--- config.mk ---
export PLATFORM = sky130hd
export DESIGN_NAME = tape_byte_pulse_encoder
export DESIGN_NICKNAME = d
export VERILOG_FILES = /design/src/rtl/tbpe_pkg.sv /design/src/rtl/tbpe_out_stage.sv /design/src/rtl/tape_byte_pulse_encoder.sv
export SDC_FILE = /design/constraint.sdc
export NUM_CORES = 1
export LEC_CHECK = 0
export ABC_AREA = 0
export BUFFER_PORTS_ARGS = -buffer_cell sky130_fd_sc_hd__buf_2
export CAP_MARGIN = 20
export CORE_MARGIN = 2
export CORE_UTILIZATION = 30
export CTS_BUF_LIST = sky130_fd_sc_hd__clkbuf_8
export CTS_CLUSTER_SIZE = 30
export DETAILED_ROUTE_END_ITERATION = 10
export GPL_TIMING_DRIVEN = 1
export SETUP_SLACK_MARGIN = 0.02
export SYNTH_ARGS = -nofsm -noshare
export SYNTH_HDL_FRONTEND = slang
export SYNTH_SLANG_ARGS = --single-unit
--- constraint.sdc ---
create_clock -name clk -period 3.2 [get_ports clk]
set_input_delay 0.64 -clock clk [delete_from_list [all_inputs] [get_ports clk]]
set_output_delay 0.64 -clock clk [all_outputs]
set_load 0.05 [all_outputs]
--- src/rtl/tbpe_pkg.sv ---
// Package for the tape byte pulse encoder: byte codes, register indexes,
// reset values, the result word type and the frame builder.
// No dependencies.
package tbpe_pkg;

    localparam logic [7:0]  LEADER_BYTE   = 8'h16;
    localparam logic [7:0]  SYNC_BYTE     = 8'h24;
    localparam int          FRAME_BITS    = 13;
    localparam logic [3:0]  FRAME_COUNT   = 4'd13;
    localparam logic [9:0]  LEADER_RUN_MAX = 10'd1023;
    localparam logic [7:0]  SINCE_SYNC_MAX = 8'd255;

    // Reset values of the configuration registers
    localparam logic [9:0]  LEADER_LENGTH_RST    = 10'd256;
    localparam logic [7:0]  LEADER_MINIMUM_RST   = 8'd2;
    localparam logic [7:0]  GAP_LENGTH_RST       = 8'd20;
    localparam logic [7:0]  HEADER_GAP_AFTER_RST = 8'd9;

    localparam int          CFG_DATA_W = 10;

    typedef enum logic [1:0] {
        REG_LEADER_LENGTH    = 2'd0,
        REG_LEADER_MINIMUM   = 2'd1,
        REG_GAP_LENGTH       = 2'd2,
        REG_HEADER_GAP_AFTER = 2'd3
    } cfg_index_t;

    typedef struct packed {
        logic accepted;
        logic line_level;
        logic active;
    } result_t;

    // Frame bits after the start bit: data LSB first, odd parity, four stops
    function automatic logic [FRAME_BITS-1:0] frame_of(input logic [7:0] v);
        frame_of = {4'hF, ~(^v), v};
    endfunction

endpackage

--- src/rtl/tbpe_out_stage.sv ---
// Result register for the tape byte pulse encoder: holds one result word
// until the sink takes it. Depends on tbpe_pkg.
module tbpe_out_stage
(
    input  logic              clk,
    input  logic              rst_n,
    input  logic              load,
    input  tbpe_pkg::result_t load_word,
    output logic              room,
    output logic              out_valid,
    input  logic              out_ready,
    output tbpe_pkg::result_t out_word
);

    logic              valid_reg;
    tbpe_pkg::result_t word_reg;

    // Room when empty or when the held word leaves in this cycle
    assign room      = !valid_reg || out_ready;
    assign out_valid = valid_reg;
    assign out_word  = word_reg;

    always_ff @(posedge clk or negedge rst_n)
    begin
        if (!rst_n)
        begin
            valid_reg <= 1'b0;
        end
        else if (load)
        begin
            valid_reg <= 1'b1;
        end
        else if (out_ready)
        begin
            valid_reg <= 1'b0;
        end
    end

    always_ff @(posedge clk)
    begin
        if (load)
        begin
            word_reg <= load_word;
        end
    end

endmodule

--- src/rtl/tape_byte_pulse_encoder.sv ---
// Top level of the tape byte pulse encoder: configuration registers, encoder
// state, single-pass step logic. Depends on tbpe_pkg and tbpe_out_stage.
//
//   channel  direction  handshake             payload
//   in       sink       in_valid / in_ready   func, tape_byte
//   out      source     out_valid / out_ready accepted, line_level, active
//   cfg      sink       cfg_wr_en             cfg_index, cfg_data
//
// Each input word is processed in the cycle it is accepted: one clock per
// word unless out_ready stalls, set by the single step of the state update.
// The result word lands in a one-deep output register; a new word is taken
// whenever that register is empty or is being drained in the same cycle.
// A stall on out_ready holds the result and lowers in_ready until it leaves.
// Reset (rst_n low, asynchronous) clears all encoder state and loads the
// configuration defaults; the block takes words right after reset.
module tape_byte_pulse_encoder
(
    input  logic                            clk,
    input  logic                            rst_n,
    input  logic                            in_valid,
    output logic                            in_ready,
    input  logic                            func,
    input  logic [7:0]                      tape_byte,
    output logic                            out_valid,
    input  logic                            out_ready,
    output logic                            accepted,
    output logic                            line_level,
    output logic                            active,
    input  logic                            cfg_wr_en,
    input  logic [1:0]                      cfg_index,
    input  logic [tbpe_pkg::CFG_DATA_W-1:0] cfg_data
);

    // Configuration
    logic [9:0] leader_length_reg;
    logic [7:0] leader_minimum_reg;
    logic [7:0] gap_length_reg;
    logic [7:0] header_gap_after_reg;

    // Encoder state
    logic        output_level_reg,       output_level_next;
    logic [1:0]  units_left_reg,         units_left_next;
    logic        second_half_reg,        second_half_next;
    logic        bit_value_reg,          bit_value_next;
    logic [12:0] frame_shift_reg,        frame_shift_next;
    logic [3:0]  frame_bits_left_reg,    frame_bits_left_next;
    logic [9:0]  extra_leaders_left_reg, extra_leaders_left_next;
    logic [7:0]  gap_bits_left_reg,      gap_bits_left_next;
    logic [7:0]  hold_value_reg,         hold_value_next;
    logic        hold_full_reg,          hold_full_next;
    logic        hold_wants_gap_reg,     hold_wants_gap_next;
    logic [9:0]  leader_run_reg,         leader_run_next;
    logic [7:0]  since_sync_reg,         since_sync_next;
    logic        gap_done_reg,           gap_done_next;

    logic              step;
    logic              room;
    tbpe_pkg::result_t result;
    tbpe_pkg::result_t out_word;

    assign in_ready = room;
    assign step     = in_valid && room;

    // Configuration writes
    always_ff @(posedge clk or negedge rst_n)
    begin
        if (!rst_n)
        begin
            leader_length_reg    <= tbpe_pkg::LEADER_LENGTH_RST;
            leader_minimum_reg   <= tbpe_pkg::LEADER_MINIMUM_RST;
            gap_length_reg       <= tbpe_pkg::GAP_LENGTH_RST;
            header_gap_after_reg <= tbpe_pkg::HEADER_GAP_AFTER_RST;
        end
        else if (cfg_wr_en)
        begin
            case (tbpe_pkg::cfg_index_t'(cfg_index))
                tbpe_pkg::REG_LEADER_LENGTH:    leader_length_reg    <= cfg_data[9:0];
                tbpe_pkg::REG_LEADER_MINIMUM:   leader_minimum_reg   <= cfg_data[7:0];
                tbpe_pkg::REG_GAP_LENGTH:       gap_length_reg       <= cfg_data[7:0];
                tbpe_pkg::REG_HEADER_GAP_AFTER: header_gap_after_reg <= cfg_data[7:0];
                default: ;
            endcase
        end
    end

    // One step of the encoder: a byte offer or one time-unit tick
    always_comb
    begin
        logic       got_bit;
        logic       bit_b;
        logic [1:0] len;
        logic [7:0] offset;

        output_level_next       = output_level_reg;
        units_left_next         = units_left_reg;
        second_half_next        = second_half_reg;
        bit_value_next          = bit_value_reg;
        frame_shift_next        = frame_shift_reg;
        frame_bits_left_next    = frame_bits_left_reg;
        extra_leaders_left_next = extra_leaders_left_reg;
        gap_bits_left_next      = gap_bits_left_reg;
        hold_value_next         = hold_value_reg;
        hold_full_next          = hold_full_reg;
        hold_wants_gap_next     = hold_wants_gap_reg;
        leader_run_next         = leader_run_reg;
        since_sync_next         = since_sync_reg;
        gap_done_next           = gap_done_reg;
        got_bit                 = 1'b0;
        bit_b                   = 1'b0;
        len                     = 2'd0;
        offset                  = since_sync_reg;
        result.accepted         = 1'b0;
        result.active           = 1'b0;

        if (!func)
        begin
            // Byte offer: take it only into an empty holding register
            if (!hold_full_reg)
            begin
                result.accepted     = 1'b1;
                hold_value_next     = tape_byte;
                hold_full_next      = 1'b1;
                hold_wants_gap_next = 1'b0;
                if (tape_byte == tbpe_pkg::LEADER_BYTE)
                begin
                    if (leader_run_reg != tbpe_pkg::LEADER_RUN_MAX)
                    begin
                        leader_run_next = leader_run_reg + 10'd1;
                    end
                end
                else
                begin
                    // A sync after a long enough leader tops the leader up
                    if (tape_byte == tbpe_pkg::SYNC_BYTE &&
                        leader_run_reg > {2'b00, leader_minimum_reg})
                    begin
                        extra_leaders_left_next = (leader_run_reg < leader_length_reg) ?
                            (leader_length_reg - leader_run_reg) : 10'd0;
                        offset          = 8'd0;
                        since_sync_next = 8'd0;
                        gap_done_next   = 1'b0;
                    end
                    leader_run_next = 10'd0;
                end
                if (tape_byte == 8'd0 && !gap_done_next && offset > header_gap_after_reg)
                begin
                    hold_wants_gap_next = 1'b1;
                    gap_done_next       = 1'b1;
                end
                if (since_sync_next != tbpe_pkg::SINCE_SYNC_MAX)
                begin
                    since_sync_next = since_sync_next + 8'd1;
                end
            end
        end
        else
        begin
            if (units_left_reg == 2'd0)
            begin
                if (second_half_reg)
                begin
                    // Second pulse of the bit: short for 1, long for 0
                    second_half_next = 1'b0;
                    len              = bit_value_reg ? 2'd1 : 2'd2;
                end
                else
                begin
                    // Fetch the next bit: frame, gap, extra leader, held byte
                    if (frame_bits_left_reg != 4'd0)
                    begin
                        got_bit              = 1'b1;
                        bit_b                = frame_shift_reg[0];
                        frame_shift_next     = {1'b0, frame_shift_reg[12:1]};
                        frame_bits_left_next = frame_bits_left_reg - 4'd1;
                    end
                    else if (gap_bits_left_reg != 8'd0)
                    begin
                        got_bit            = 1'b1;
                        bit_b              = 1'b1;
                        gap_bits_left_next = gap_bits_left_reg - 8'd1;
                    end
                    else if (extra_leaders_left_reg != 10'd0)
                    begin
                        got_bit                 = 1'b1;
                        extra_leaders_left_next = extra_leaders_left_reg - 10'd1;
                        frame_shift_next        = tbpe_pkg::frame_of(tbpe_pkg::LEADER_BYTE);
                        frame_bits_left_next    = tbpe_pkg::FRAME_COUNT;
                    end
                    else if (hold_full_reg)
                    begin
                        got_bit              = 1'b1;
                        frame_shift_next     = tbpe_pkg::frame_of(hold_value_reg);
                        frame_bits_left_next = tbpe_pkg::FRAME_COUNT;
                        hold_full_next       = 1'b0;
                        gap_bits_left_next   = hold_wants_gap_reg ? gap_length_reg : 8'd0;
                        hold_wants_gap_next  = 1'b0;
                    end
                    if (got_bit)
                    begin
                        bit_value_next   = bit_b;
                        second_half_next = 1'b1;
                        len              = 2'd1;
                    end
                end
                if (len != 2'd0)
                begin
                    output_level_next = ~output_level_reg;
                end
                units_left_next = len;
            end
            if (units_left_next != 2'd0)
            begin
                units_left_next = units_left_next - 2'd1;
                result.active   = 1'b1;
            end
        end

        result.line_level = output_level_next;
    end

    // Advance the state on every accepted word
    always_ff @(posedge clk or negedge rst_n)
    begin
        if (!rst_n)
        begin
            output_level_reg       <= 1'b0;
            units_left_reg         <= 2'd0;
            second_half_reg        <= 1'b0;
            bit_value_reg          <= 1'b0;
            frame_shift_reg        <= 13'd0;
            frame_bits_left_reg    <= 4'd0;
            extra_leaders_left_reg <= 10'd0;
            gap_bits_left_reg      <= 8'd0;
            hold_value_reg         <= 8'd0;
            hold_full_reg          <= 1'b0;
            hold_wants_gap_reg     <= 1'b0;
            leader_run_reg         <= 10'd0;
            since_sync_reg         <= 8'd0;
            gap_done_reg           <= 1'b0;
        end
        else if (step)
        begin
            output_level_reg       <= output_level_next;
            units_left_reg         <= units_left_next;
            second_half_reg        <= second_half_next;
            bit_value_reg          <= bit_value_next;
            frame_shift_reg        <= frame_shift_next;
            frame_bits_left_reg    <= frame_bits_left_next;
            extra_leaders_left_reg <= extra_leaders_left_next;
            gap_bits_left_reg      <= gap_bits_left_next;
            hold_value_reg         <= hold_value_next;
            hold_full_reg          <= hold_full_next;
            hold_wants_gap_reg     <= hold_wants_gap_next;
            leader_run_reg         <= leader_run_next;
            since_sync_reg         <= since_sync_next;
            gap_done_reg           <= gap_done_next;
        end
    end

    // Hold the result word until the sink takes it
    tbpe_out_stage u_out_stage
    (
        .clk       (clk),
        .rst_n     (rst_n),
        .load      (step),
        .load_word (result),
        .room      (room),
        .out_valid (out_valid),
        .out_ready (out_ready),
        .out_word  (out_word)
    );

    assign accepted   = out_word.accepted;
    assign line_level = out_word.line_level;
    assign active     = out_word.active;

endmodule
* Word level (Yosys, flattened, before mapping)
Cells that the tools add are included.
** Storage, ports and cells
- Word-level logic and storage cells :: 166
- Register bits after elaboration :: 107
** Cells by class
- $add $sub $neg :: 7
- $lt $le $gt $ge :: 3
- Reductions and logical operators :: 34
- Bitwise operators :: 6
- Equal/unequal tests :: 19
- Mux-type cells :: 75
** Operators by type and width (count)
- two-way mux 10 bit :: 12
- two-way mux 8 bit :: 9
- two-way mux 13 bit :: 4
- two-way mux 1 bit :: 39
- two-way mux 4 bit :: 4
- != test 2 bit (second input constant) :: 8
- two-way mux 2 bit :: 7
- AND reduction 6 bit :: 2
- adder 10 x 1 -> 10 bit (second input constant) :: 1
- greater-than comparator 10 x 8 -> 1 bit :: 1
- less-than comparator 10 bit :: 1
- != test 10 bit (second input constant) :: 1
- AND reduction 2 bit :: 5
- nonzero test 10 bit :: 1
- nonzero test 2 bit :: 5
- subtractor 10 x 1 -> 10 bit (second input constant) :: 1
- subtractor 10 bit :: 1
- AND reduction 9 bit :: 1
- adder 8 x 1 -> 8 bit (second input constant) :: 1
- == test 8 x 5 -> 1 bit (second input constant) :: 1
- == test 8 x 6 -> 1 bit (second input constant) :: 1
- greater-than comparator 8 bit :: 1
- zero test 8 bit :: 1
- != test 2 x 1 -> 1 bit (second input constant) :: 4
- other kinds (20) :: 32

* Depth between registers and ports, before layout
Gate-level depths: netlist (run 1).
- Word-level depth :: 15
- Gate-level depth with buffers :: 16
- Depth with buffers taken out :: 15

* Modules after synthesis
From an unflattened synthesis (run 1), not the netlist that was laid out.
** Second synthesis, totals
- Cell total of the unflattened synthesis :: 621
- Area, all modules :: 5968.2 um^2
** By module, submodules not included
- tape_byte_pulse_encoder :: cells each 615, area each 5830.6 um^2, times used 1, sequential area each 2585.0 um^2
- tbpe_out_stage :: cells each 6, area each 137.6 um^2, times used 1, sequential area each 115.1 um^2

* Worst setup path after synthesis (run 1)
OpenSTA, ideal clock, no wires.
- Path kind :: in2reg
- From :: input tape_byte[0]
- To :: register hold_wants_gap_reg
- Data required time :: 3.075 ns
- Setup time :: 0.125 ns
- Path slack :: -0.483 ns
- Data arrival time :: 3.558 ns
- Cell stages on the path :: 13
- Path through :: or4_4 > or4_1 > nor4_1 > clkbuf_2 > nor2b_1 > ha_1 > nor2b_1 > o21a_1 > o21a_1 > o21a_1 > o21bai_1 > a211oi_1 > mux2_2
** On the way
- Cells in the longest elaborated chain, start to end :: 12
- Elaborated cells between the ends (all ways) :: 19
- Classes of those cells :: 1 x order compare; 2 x eq/ne; 11 x mux; 5 x reduce/logical
** RTL lines
- start, declared :: line tape_byte_pulse_encoder.sv:23 : input logic [7:0] tape_byte,
- branches (longest 8 deep; another with greater-than comparator 8 bit)
- logical AND 1 bit * :: line tape_byte_pulse_encoder.sv:145 : if (tape_byte == 8'd0 && !gap_done_next && offset > header_gap_after_reg)
- two-way mux 1 bit * :: line tape_byte_pulse_encoder.sv:145
- two-way mux 1 bit * :: line tape_byte_pulse_encoder.sv:118 : if (!hold_full_reg)
- two-way mux 1 bit * :: line tape_byte_pulse_encoder.sv:115 : if (!func)
- end signal, assigned :: line tape_byte_pulse_encoder.sv:253 : hold_wants_gap_reg <= hold_wants_gap_next;
- end, declared :: line tape_byte_pulse_encoder.sv:51 : logic hold_wants_gap_reg, hold_wants_gap_next;
Every way passes the cells marked *. The select of a mux whose other input is x is not followed.
A chain may end at the register's enable or synchronous reset.

* Worst setup path after layout (run 1)
- From :: register leader_minimum_reg[1]
- To :: register hold_wants_gap_reg
** On the way
- Cells in the longest elaborated chain, start to end :: 12
- Elaborated cells between the ends (all ways) :: 17
- Classes of those cells :: 2 x order compare; 11 x mux; 4 x reduce/logical
** RTL lines
- start, declared :: line tape_byte_pulse_encoder.sv:36 : logic [7:0] leader_minimum_reg;
- start signal, assigned :: line tape_byte_pulse_encoder.sv:70 : leader_minimum_reg <= tbpe_pkg::LEADER_MINIMUM_RST;
- start signal, assigned :: line tape_byte_pulse_encoder.sv:78 : tbpe_pkg::REG_LEADER_MINIMUM: leader_minimum_reg <= cfg_data[7:0];
- greater-than comparator 10 x 8 -> 1 bit * :: line tape_byte_pulse_encoder.sv:135 : leader_run_reg > {2'b00, leader_minimum_reg})
- logical AND 1 bit * :: line tape_byte_pulse_encoder.sv:134 : if (tape_byte == tbpe_pkg::SYNC_BYTE &&
- branches (longest 6 deep; another with greater-than comparator 8 bit)
- logical AND 1 bit * :: line tape_byte_pulse_encoder.sv:145
- two-way mux 1 bit * :: line tape_byte_pulse_encoder.sv:145
- two-way mux 1 bit * :: line tape_byte_pulse_encoder.sv:118
- two-way mux 1 bit * :: line tape_byte_pulse_encoder.sv:115
Marks and branches as above.

==> flow_results.org, run 1 <==
** Finish
- Syn-to-layout area delta :: 18.5%
- Once layout is complete, the cells apart from fillers number approximately 1000.
- Number of flip-flops under the largest register name :: 13
- At the end of the flow, the number of nets in the layout was between 700 and 800.
- Inserted Diodes :: 0
- Fill cells in the final layout number 2096.
- After routing the design area is between 0.007 and 0.008 sq mm.
- Area occupied by multi-input gates :: around 0.0033 sq mm
- Leaving out fill and tap cells, the most frequent cell in the layout is sky130_fd_sc_hd__dfrtp_1.
- The sequential cells in the finished layout cover a total of around 0.0027 sq mm.
- Leaving out fill and tap cells, the most frequent cells in the layout are 98 x sky130_fd_sc_hd__dfrtp_1, 74 x sky130_fd_sc_hd__nand2_1, 53 x sky130_fd_sc_hd__buf_4.
- Fraction of final layout cells sized beyond drive strength 1 :: a little under a quarter

** Setup path
- Kind of capture point of the worst setup path :: register
- For the worst setup path, the data required time is 3490 ps.
- The startpoint identified for the worst register-to-register timing path is leader_minimum_reg[1].
- Reg-to-reg endpoint :: hold_wants_gap_reg
- The worst setup path is launched from a register.
- Data on the critical path arrives at its endpoint at approximately 3500 ps.
- Following the worst setup path forward leads to its endpoint at hold_wants_gap_reg.
- Worst R2R Path Depth :: 16
- Setup slack, reg-to-reg :: roughly 36 ps
- By startpoint and endpoint, the worst setup path is classified as reg2reg.
- Of all nets on the critical path, the largest fanout is 5.
- Launch point of the worst path :: leader_minimum_reg[1]

** Pwr
- Power density over the cells :: roughly 550 mW/mm^2
- Internal power consumption :: between 0.002 and 0.003 W
- Switching share of power :: between 30% and 40%
- Summed over all nets, the switching power comes to approximately 0.0014 W.
- Comb pwr share :: 31.1%
- The clock network is responsible for 22.4% of the overall power.
- Maximum vdd ir drop :: ~0.19 mV
- Of the total power, registers draw between 40% and 50%.
- Summed over all cells, the static leakage comes to roughly 3.1 nW.

** STA
- The clock arrives with between 15 and 20 ps of skew.
- Worst Hold Margin :: roughly 110 ps
- The final-report hold violation count was 0.
- For the pin with the worst max-slew slack, the measured transition is roughly 660 ps.
- Once routing completed, OpenROAD measured the worst setup slack at between 30 and 40 ps.
- Setup violations remaining at the end of the flow were counted as 0.
- Final period util :: a little over nine tenths
- The clock period could shrink to between 3000 and 4000 ps.
- In this run the tightest slew margin relative to its limit is between 50 and 60%.
- Final Max Slew Viols :: 0
- RSZ-0062 raised after global routing :: yes
- Upper clock frequency limit :: approximately 320 MHz

** Route
- In the routed layout, each cell is associated on average with a via count of roughly 4.9.
- The detailed router placed about 4900 vias in this run.
- Wirelength per Cell :: 14.7 um
- In this run the remaining antenna-violating nets after routing total 0.
- Before antenna repair, the detailed router went through 4 iterations.
- In the routed design, unresolved DRC markers number 0.
- Drt first-iter violations :: 245
- After detailed routing, the total wire length is 14.7 mm.

** GRT
- For this run the aggregate overflow at the end of global routing stands at 0.
- GRT Total Usage :: ~14%
- Pin count of the biggest net entering global routing :: 52
- Antenna violations before repair :: 0
- Global-route wire length before repair :: around 25 mm
- Vias in the first global route :: about 4800

** Synth
- The share of synthesized area in the top cell type comes to between 30% and 40%.
- Total of warnings raised by yosys :: 0
- Synthesis produced a netlist with a net count of 709.
- Post-synthesis cell count :: roughly 650
- Synth Cell Area :: a little over 0.006 sq mm
- Dominant register cell in the synthesized netlist :: sky130_fd_sc_hd__dfrtp_1
- Synth top area cells :: sky130_fd_sc_hd__dfrtp_1 40%, sky130_fd_sc_hd__mux2_2 6.4%, sky130_fd_sc_hd__ha_1 6.3%
- Mean area per synthesized cell :: 9.45 sq um
- The synthesized design spends more area on one cell type than any other, namely sky130_fd_sc_hd__dfrtp_1.
- Sequential cells were found to cover roughly 44% of the synthesized design area.
- Async set-reset flop share out of synthesis :: around 97%
- Number of synthesized flops with an enable pin :: 3
- Synthesis instantiated 67 different standard cells from the library.
- Synthesis-stage register bit count :: ~110

** Placement
- Area post-placement :: ~0.007 sq mm
- Placed cells :: between 900 and 1000
- During placement, the flow inserted port buffers numbering 30.
- After legalization and detailed placement, the total HPWL measured approximately 11 mm.
- At the end of routability-driven placement, the weighted congestion stood at around 0.79.
- Setup WS pre-CTS :: -369 ps

** Outcome
- The flow ran to the end, and the final reports show no timing, DRC or antenna violations.

** Floorplanning
- After floorplanning, the core was divided into 52 placement rows.
- The initial utilization of the core area, before any placement, comes to between 30% and 40%.
- Horiz. Die Dim :: 147 um
- The region available for standard cell placement spans roughly 0.020 sq mm.
- The die covers between 0.02 and 0.025 sq mm.
- 31 I/O pins were placed.
- Die Y-Extent :: about 150 um

** Clock network
- Deepest clock path buffer count :: 2
- Post-CTS clock slew at the launch and capture registers of the worst setup and hold paths :: about 110 ps
- Master cell of the clock root buffer :: sky130_fd_sc_hd__clkbuf_8
- TritonCTS Buffers :: 9
- Clock tree from TritonCTS :: yes
- Count of clock tree sinks :: 107
- Hold repair after CTS inserted 0 buffers.
- Clock latency on the worst-skew pair :: around 400 ps
- CTS built an H-tree with a depth of 3.

** Min path
- Kind of path behind the tightest hold check :: in2async

** Run
- Across the run, the number of max-cap violations was 0.
## how the worst min path moves through the flow
stage / endpoint / slack (ps) / cells past startpoint
2_1_floorplan: bit_value_reg / 340 / 0
3_3_place_gp: frame_shift_reg[0] / 460 / 2
3_5_place_dp: frame_shift_reg[0] / 470 / 2
4_1_cts: gap_bits_left_reg[7] / 100 / 1
5_1_grt: gap_bits_left_reg[7] / 120 / 1
6_report: gap_bits_left_reg[3] / 110 / 1
## power by group through the flow
stage	logic, W	registers (W)	clock network [W]
detailed placement	0.00123	0.00189	0
floorplan	0.000887	0.00184	0
global route	0.00143	0.00192	0.000969
CTS	0.00125	0.00187	0.000932
finish	0.00125	0.00187	0.000903
global placement	0.00121	0.00189	0
## cells by family after synthesis
| kind of cell | Yosys count | share of synthesized area [%] |
|---|---|---|
| simple gates | 241 | 20.0 |
| compound gates | 152 | 15.9 |
| flops | 107 | 43.9 |
| buf+inv | 62 | 4.07 |
| mux | 35 | 6.41 |
| fa+ha+maj | 32 | 6.63 |
| xor+xnor | 22 | 3.13 |
## cells in the mapped netlist (7+ instances only)
| cell | count |
|---|---|
| sky130_fd_sc_hd__a21o_1 | 7 |
| sky130_fd_sc_hd__o211ai_1 | 9 |
| sky130_fd_sc_hd__inv_1 | 40 |
| sky130_fd_sc_hd__ha_1 | 31 |
| sky130_fd_sc_hd__a21oi_1 | 44 |
| sky130_fd_sc_hd__nand3_1 | 19 |
| sky130_fd_sc_hd__xnor2_1 | 18 |
| sky130_fd_sc_hd__nand4_1 | 8 |
| sky130_fd_sc_hd__and3_1 | 9 |
| sky130_fd_sc_hd__nor2_1 | 40 |
| sky130_fd_sc_hd__nor2b_1 | 12 |
| sky130_fd_sc_hd__nor3_1 | 23 |
| sky130_fd_sc_hd__dfrtp_1 | 98 |
| sky130_fd_sc_hd__mux2_2 | 35 |
| sky130_fd_sc_hd__or3_1 | 11 |
| sky130_fd_sc_hd__o21ai_0 | 40 |
| sky130_fd_sc_hd__nand2_1 | 74 |
| sky130_fd_sc_hd__nor4_1 | 7 |
| sky130_fd_sc_hd__clkbuf_1 | 13 |
## worst max-delay path, cell delays in order (launching register included)
cell,delay [ps]
sky130_fd_sc_hd__dfstp_2,550
sky130_fd_sc_hd__inv_2,50
sky130_fd_sc_hd__ha_4,260
sky130_fd_sc_hd__nor2b_4,150
sky130_fd_sc_hd__o21bai_4,70
sky130_fd_sc_hd__and4_4,180
sky130_fd_sc_hd__nor4_4,250
sky130_fd_sc_hd__buf_4,180
sky130_fd_sc_hd__nor2b_4,50
sky130_fd_sc_hd__ha_4,210
sky130_fd_sc_hd__nor2b_4,120
sky130_fd_sc_hd__o21a_1,160
sky130_fd_sc_hd__o21a_1,160
sky130_fd_sc_hd__o21a_1,160
sky130_fd_sc_hd__o21bai_1,180
sky130_fd_sc_hd__a211oi_1,100
sky130_fd_sc_hd__mux2_4,260
## layout make-up
cell class              instances  area share (%)
well taps                     270            4.64
clock buffers                   9            1.70
multi-input cells             482            45.6
clock inverters                 7            1.13
inverters                      41            2.11
repair buffers                 83            7.73
flip-flops and latches        107            37.0
## through the flow
step | setup TNS (ps) | total power (W) | utilization (%)
floorplan | -432 | 0.00273 | -
global placement | -1080 | 0.00310 | 34.7
detailed placement | -1650 | 0.00313 | 34.7
CTS | 0 | 0.00405 | 35.9
global route | -257 | 0.00431 | 36.1
finish | 0 | 0.00403 | 36.1
## routing by layer
layer	vias up	share of wire (%)	global-route usage, %	wire length [um]
li1	2488	-	-	-
met1	2321	51	19.8	7470
met2	85	44	21.7	6420
met3	19	3.1	2.42	454
met4	0	2.4	6.01	357
met5	-	0	0	0
## what timing repair did
| action | in CTS | in global routing |
|---|---|---|
| pin swaps | 1 | 2 |
| buffers inserted | 0 | 1 |
| endpoints found under the setup margin | 1 | 5 |
| gates cloned | 0 | 0 |
| gates resized for setup | 4 | 6 |
(Power assumes the default switching activity.)
==> run 2, diff against run 1 <==
Settings changed: CAP_MARGIN 20 to unset, SETUP_SLACK_MARGIN 0.02 to 0.3.
==> run 2 against run 1 <==
Net effect: highest routed layer unchanged; global-route usage down 0.083 points; largest power group unchanged; routed wire length up 0.29%; clock-buffer cell count unchanged; combinational power about the same; sequential power about the same.
==> flow_results.org, run 2 (same netlist as run 1, synthesis figures left out) <==
** Outcome
- Run status: finished, final reports clean (unchanged).

** Route
- Detailed Route WL :: 14.7 mm (about the same)
- The per-cell via count in the routed design came to 4.97 (was 4.92).
- Drt first-iter violations :: 275 (was 245)
- Count of nets left with antenna violations after detail routing :: 0 (unchanged)
- Routed vias :: 4964 (was 4913)
- Number of remaining DRC errors :: 0 (unchanged)
- The first-pass iteration count of the detailed router is 4 (unchanged).
- Wirelength per Cell :: 14.8 um (was 14.7 um)

** Setup path
- The longest individual stage delay on the worst path is 550 ps (about the same).
- Reg-to-reg endpoint :: hold_wants_gap_reg (unchanged)
- Worst reg2reg startpoint :: leader_minimum_reg[1] (unchanged)
- Critical Path AT :: 3480 ps (was 3450 ps)
- The number of cells traversed by the worst register-to-register path was 15 (was 16).
- Critical path data required time :: 3490 ps (about the same)
- The cell type group with the largest total delay on the critical path is simple AND/OR/NAND/NOR gates (was compound AO/OA/AOI/OAI gates).
- Kind of capture point of the worst setup path :: register (unchanged)
- Worst setup path category :: reg2reg (unchanged)
- Chain of cells forming the critical path :: inv_2 > ha_4 > nor2b_4 > o21bai_4 > and4_4 > nor4_4 > nor2b_4 > ha_4 > nor2b_4 > o21a_1 > o21a_1 > o21a_1 > o21bai_1 > a211oi_1 > mux2_4 (was inv_2 > ha_4 > nor2b_4 > o21bai_4 > and4_4 > nor4_4 > buf_4 > nor2b_4 > ha_4 > nor2b_4 > o21a_1 > o21a_1 > o21a_1 > o21bai_1 > a211oi_1 > mux2_4)
- Setup slack, reg-to-reg :: 4 ps (was 40 ps)
- The combined buffer and inverter count along the critical path came to 1 (was 2).
- The biggest fanout along the worst timing path is 4 (was 5).
- The master of the slowest instance on the critical path was sky130_fd_sc_hd__dfstp_2 (unchanged).
- The kind of start point of the critical path was a register (unchanged).

** STA
- Relative slew slack :: 52.9% (was 55.8%)
- The achievable clock frequency came to 313 MHz (was 316 MHz).
- RSZ-0062 raised after global routing :: yes (unchanged)
- # setup viols final :: 0 (unchanged)
- The slack of the critical path was 3.99 ps (was 35.7 ps).
- Setup TNS :: 0 ps (unchanged)
- The max-slew violation total from the final report is 0 (unchanged).
- The final-report hold violation count was 0 (unchanged).
- Clock skew after layout :: 3.76 ps (was 15.2 ps)
- The final cycle utilization of the critical path came to 99.9% (was 98.9%).
- The actual slew at the worst max-slew pin is 706 ps (was 655 ps).
- The final critical path time including I/O delays and setup was 3200 ps (was 3160 ps).

** Placement
- Routability congestion estimate :: 0.830 (was 0.793)
- Post-DP HPWL :: 11.0 mm (was 11.1 mm)
- Placed cells :: 976 (was 982)
- The worst slack at placement is -400 ps (was -369 ps).
- The port buffer count was 30 (unchanged).

** Min path
- Kind of path behind the tightest hold check :: in2async (unchanged)

** Pwr
- Internal power consumption :: 0.00251 W (was 0.00260 W)
- The total design power was 0.00390 W (was 0.00403 W).
- Power density over the cells :: 535 mW/mm^2 (was 552 mW/mm^2)
- The share of total power in combinational logic is 32.8% (was 31.1%).
- The clock power share is 19.3% (was 22.4%).
- The worst-case vdd ir drop was 0.194 mV (was 0.192 mV).
- The net switching power is 0.00139 W (was 0.00143 W).
- Seq pwr share :: 47.9% (was 46.4%)
- The switching power as a share of total power is 35.6% (was 35.5%).
- The leakage power summed over all cells came to 3.14 nW (about the same).

** Floorplanning
- Initial Utilization :: 30.5% (unchanged)
- The area of the die was 0.0217 sq mm (unchanged).
- Count of standard-cell rows :: 52 (unchanged)
- Die Y-Extent :: 147 um (unchanged)
- The I/O pin count was 31 (unchanged).
- Core footprint :: 0.0202 sq mm (unchanged)
- Horiz. Die Dim :: 147 um (unchanged)

** Finish
- Number of flip-flops under the largest register name :: 13 (unchanged)
- The layout-stage area growth over the synthesis result came to 18.6% (was 18.5%).
- The final core area utilization was 36.2% (was 36.1%).
- Fill cell count :: 2103 (was 2096)
- Layout Cells excl Fill :: 998 (was 999)
- Commonest non-fill, non-tap cells in the layout :: 98 x sky130_fd_sc_hd__dfrtp_1, 73 x sky130_fd_sc_hd__nand2_1, 48 x sky130_fd_sc_hd__buf_4 (was 98 x sky130_fd_sc_hd__dfrtp_1, 74 x sky130_fd_sc_hd__nand2_1, 53 x sky130_fd_sc_hd__buf_4)
- The number of nets in the final layout is 781 (was 782).
- Leading cell type in the layout, fill and taps excluded :: sky130_fd_sc_hd__dfrtp_1 (unchanged)
- The layout cell share with drive strength beyond 1 was 23.5% (was 23.0%).
- The number of antenna diodes came to 0 (unchanged).

** Clock network
- TritonCTS Buffers :: 9 (unchanged)
- Clock latency on the worst-skew pair :: 390 ps (was 400 ps)
- The clock root buffer master is sky130_fd_sc_hd__clkbuf_8 (unchanged).
- CTS H-tree depth :: 3 (unchanged)
- The clock tree from TritonCTS is yes (unchanged).
- Post-CTS clock slew at the launch and capture registers of the worst setup and hold paths :: 100 ps (was 110 ps)
- The maximum clock insertion buffer count came to 2 (unchanged).
- The clock net sink count was 107 (unchanged).

** GRT
- The aggregate global-route resource usage was 14.1% (was 14.2%).
- Gr ovfl total :: 0 (unchanged)
- Antenna violations before repair :: 0 (unchanged)
- The via count of the first global-routing pass came to 4700 (was 4767).
- The wire length of the first global-routing pass is 24.4 mm (was 24.6 mm).
- The pin count of the biggest net entering global routing is 54 (was 52).

** Run
- The number of violations of the max-capacitance limit came to 0 (unchanged).
[run 2: cell count changes in the layout (fill, tap and decap cells not counted), moves of 2 or more]
cell	before	now
sky130_fd_sc_hd__ha_1	29	27
sky130_fd_sc_hd__a21oi_2	1	3
sky130_fd_sc_hd__a21oi_1	43	40
sky130_fd_sc_hd__buf_4	53	48
sky130_fd_sc_hd__ha_4	2	4
sky130_fd_sc_hd__inv_8	2	0
sky130_fd_sc_hd__buf_6	0	4
sky130_fd_sc_hd__o21ai_0	40	37
sky130_fd_sc_hd__inv_1	39	41
sky130_fd_sc_hd__o21ai_1	0	2
[run 2: power groups by stage]
stage	Clock [W]	Sequential, W	Combinational [W]
after floorplan	0	0.00184	0.000887
after global placement	0	0.00189	0.00121
after detailed placement	0	0.00189	0.00123
after CTS	0.000782	0.00187	0.00126
after global routing	0.000831	0.00191	0.00145
final	0.000754	0.00187	0.00128
[run 2: worst max-delay path by stage]
| stage | from | endpoint | slack (ps) | cells after the start |
|---|---|---|---|---|
| after floorplan | tape_byte[0] | hold_wants_gap_reg | -240 | 13 |
| after global placement | tape_byte[0] | hold_wants_gap_reg | -360 | 13 |
| after detailed placement | tape_byte[0] | hold_wants_gap_reg | -400 | 13 |
| after CTS | leader_minimum_reg[1] | hold_wants_gap_reg | 10 | 15 |
| after global routing | leader_run_reg[2] | hold_wants_gap_reg | -130 | 14 |
| final | leader_minimum_reg[1] | hold_wants_gap_reg | 4 | 15 |
[run 2: final cells by class]
| type | instances | area [sq um] | area share [%] |
|---|---|---|---|
| clock buffers | 9 | 124 | 1.70 |
| clock inverters | 7 | 37.5 | 0.514 |
| inverters | 41 | 154 | 2.11 |
| multi-input cells | 482 | 3370 | 46.2 |
| flip-flops and latches | 107 | 2700 | 37.0 |
| well taps | 270 | 338 | 4.63 |
| repair buffers | 82 | 571 | 7.82 |
[run 2: stage by stage]
step | hold WS (ps) | instance area, sq um
2_1_floorplan | 344 | 6220
3_3_place_gp | 464 | 6970
3_5_place_dp | 472 | 6970
4_1_cts | 316 | 7200
5_1_grt | 329 | 7300
6_report | 274 | 7300
[run 2: per-layer routing]
metal / share of wire (%) / wire (um) / GRT usage, %
met1: 50 / 7380 / 19.8
met2: 45 / 6630 / 22.0
met3: 2.7 / 402 / 2.24
met4: 2.2 / 327 / 5.10
met5: 0 / 0 / 0
[run 2: timing repair]
action	in CTS	in global routing
pin swaps	7	11
hold buffers	0	0
setup endpoints to repair	8	10
endpoints found under the hold margin	0	0
gates resized for setup	10	17
buffers inserted	4	2
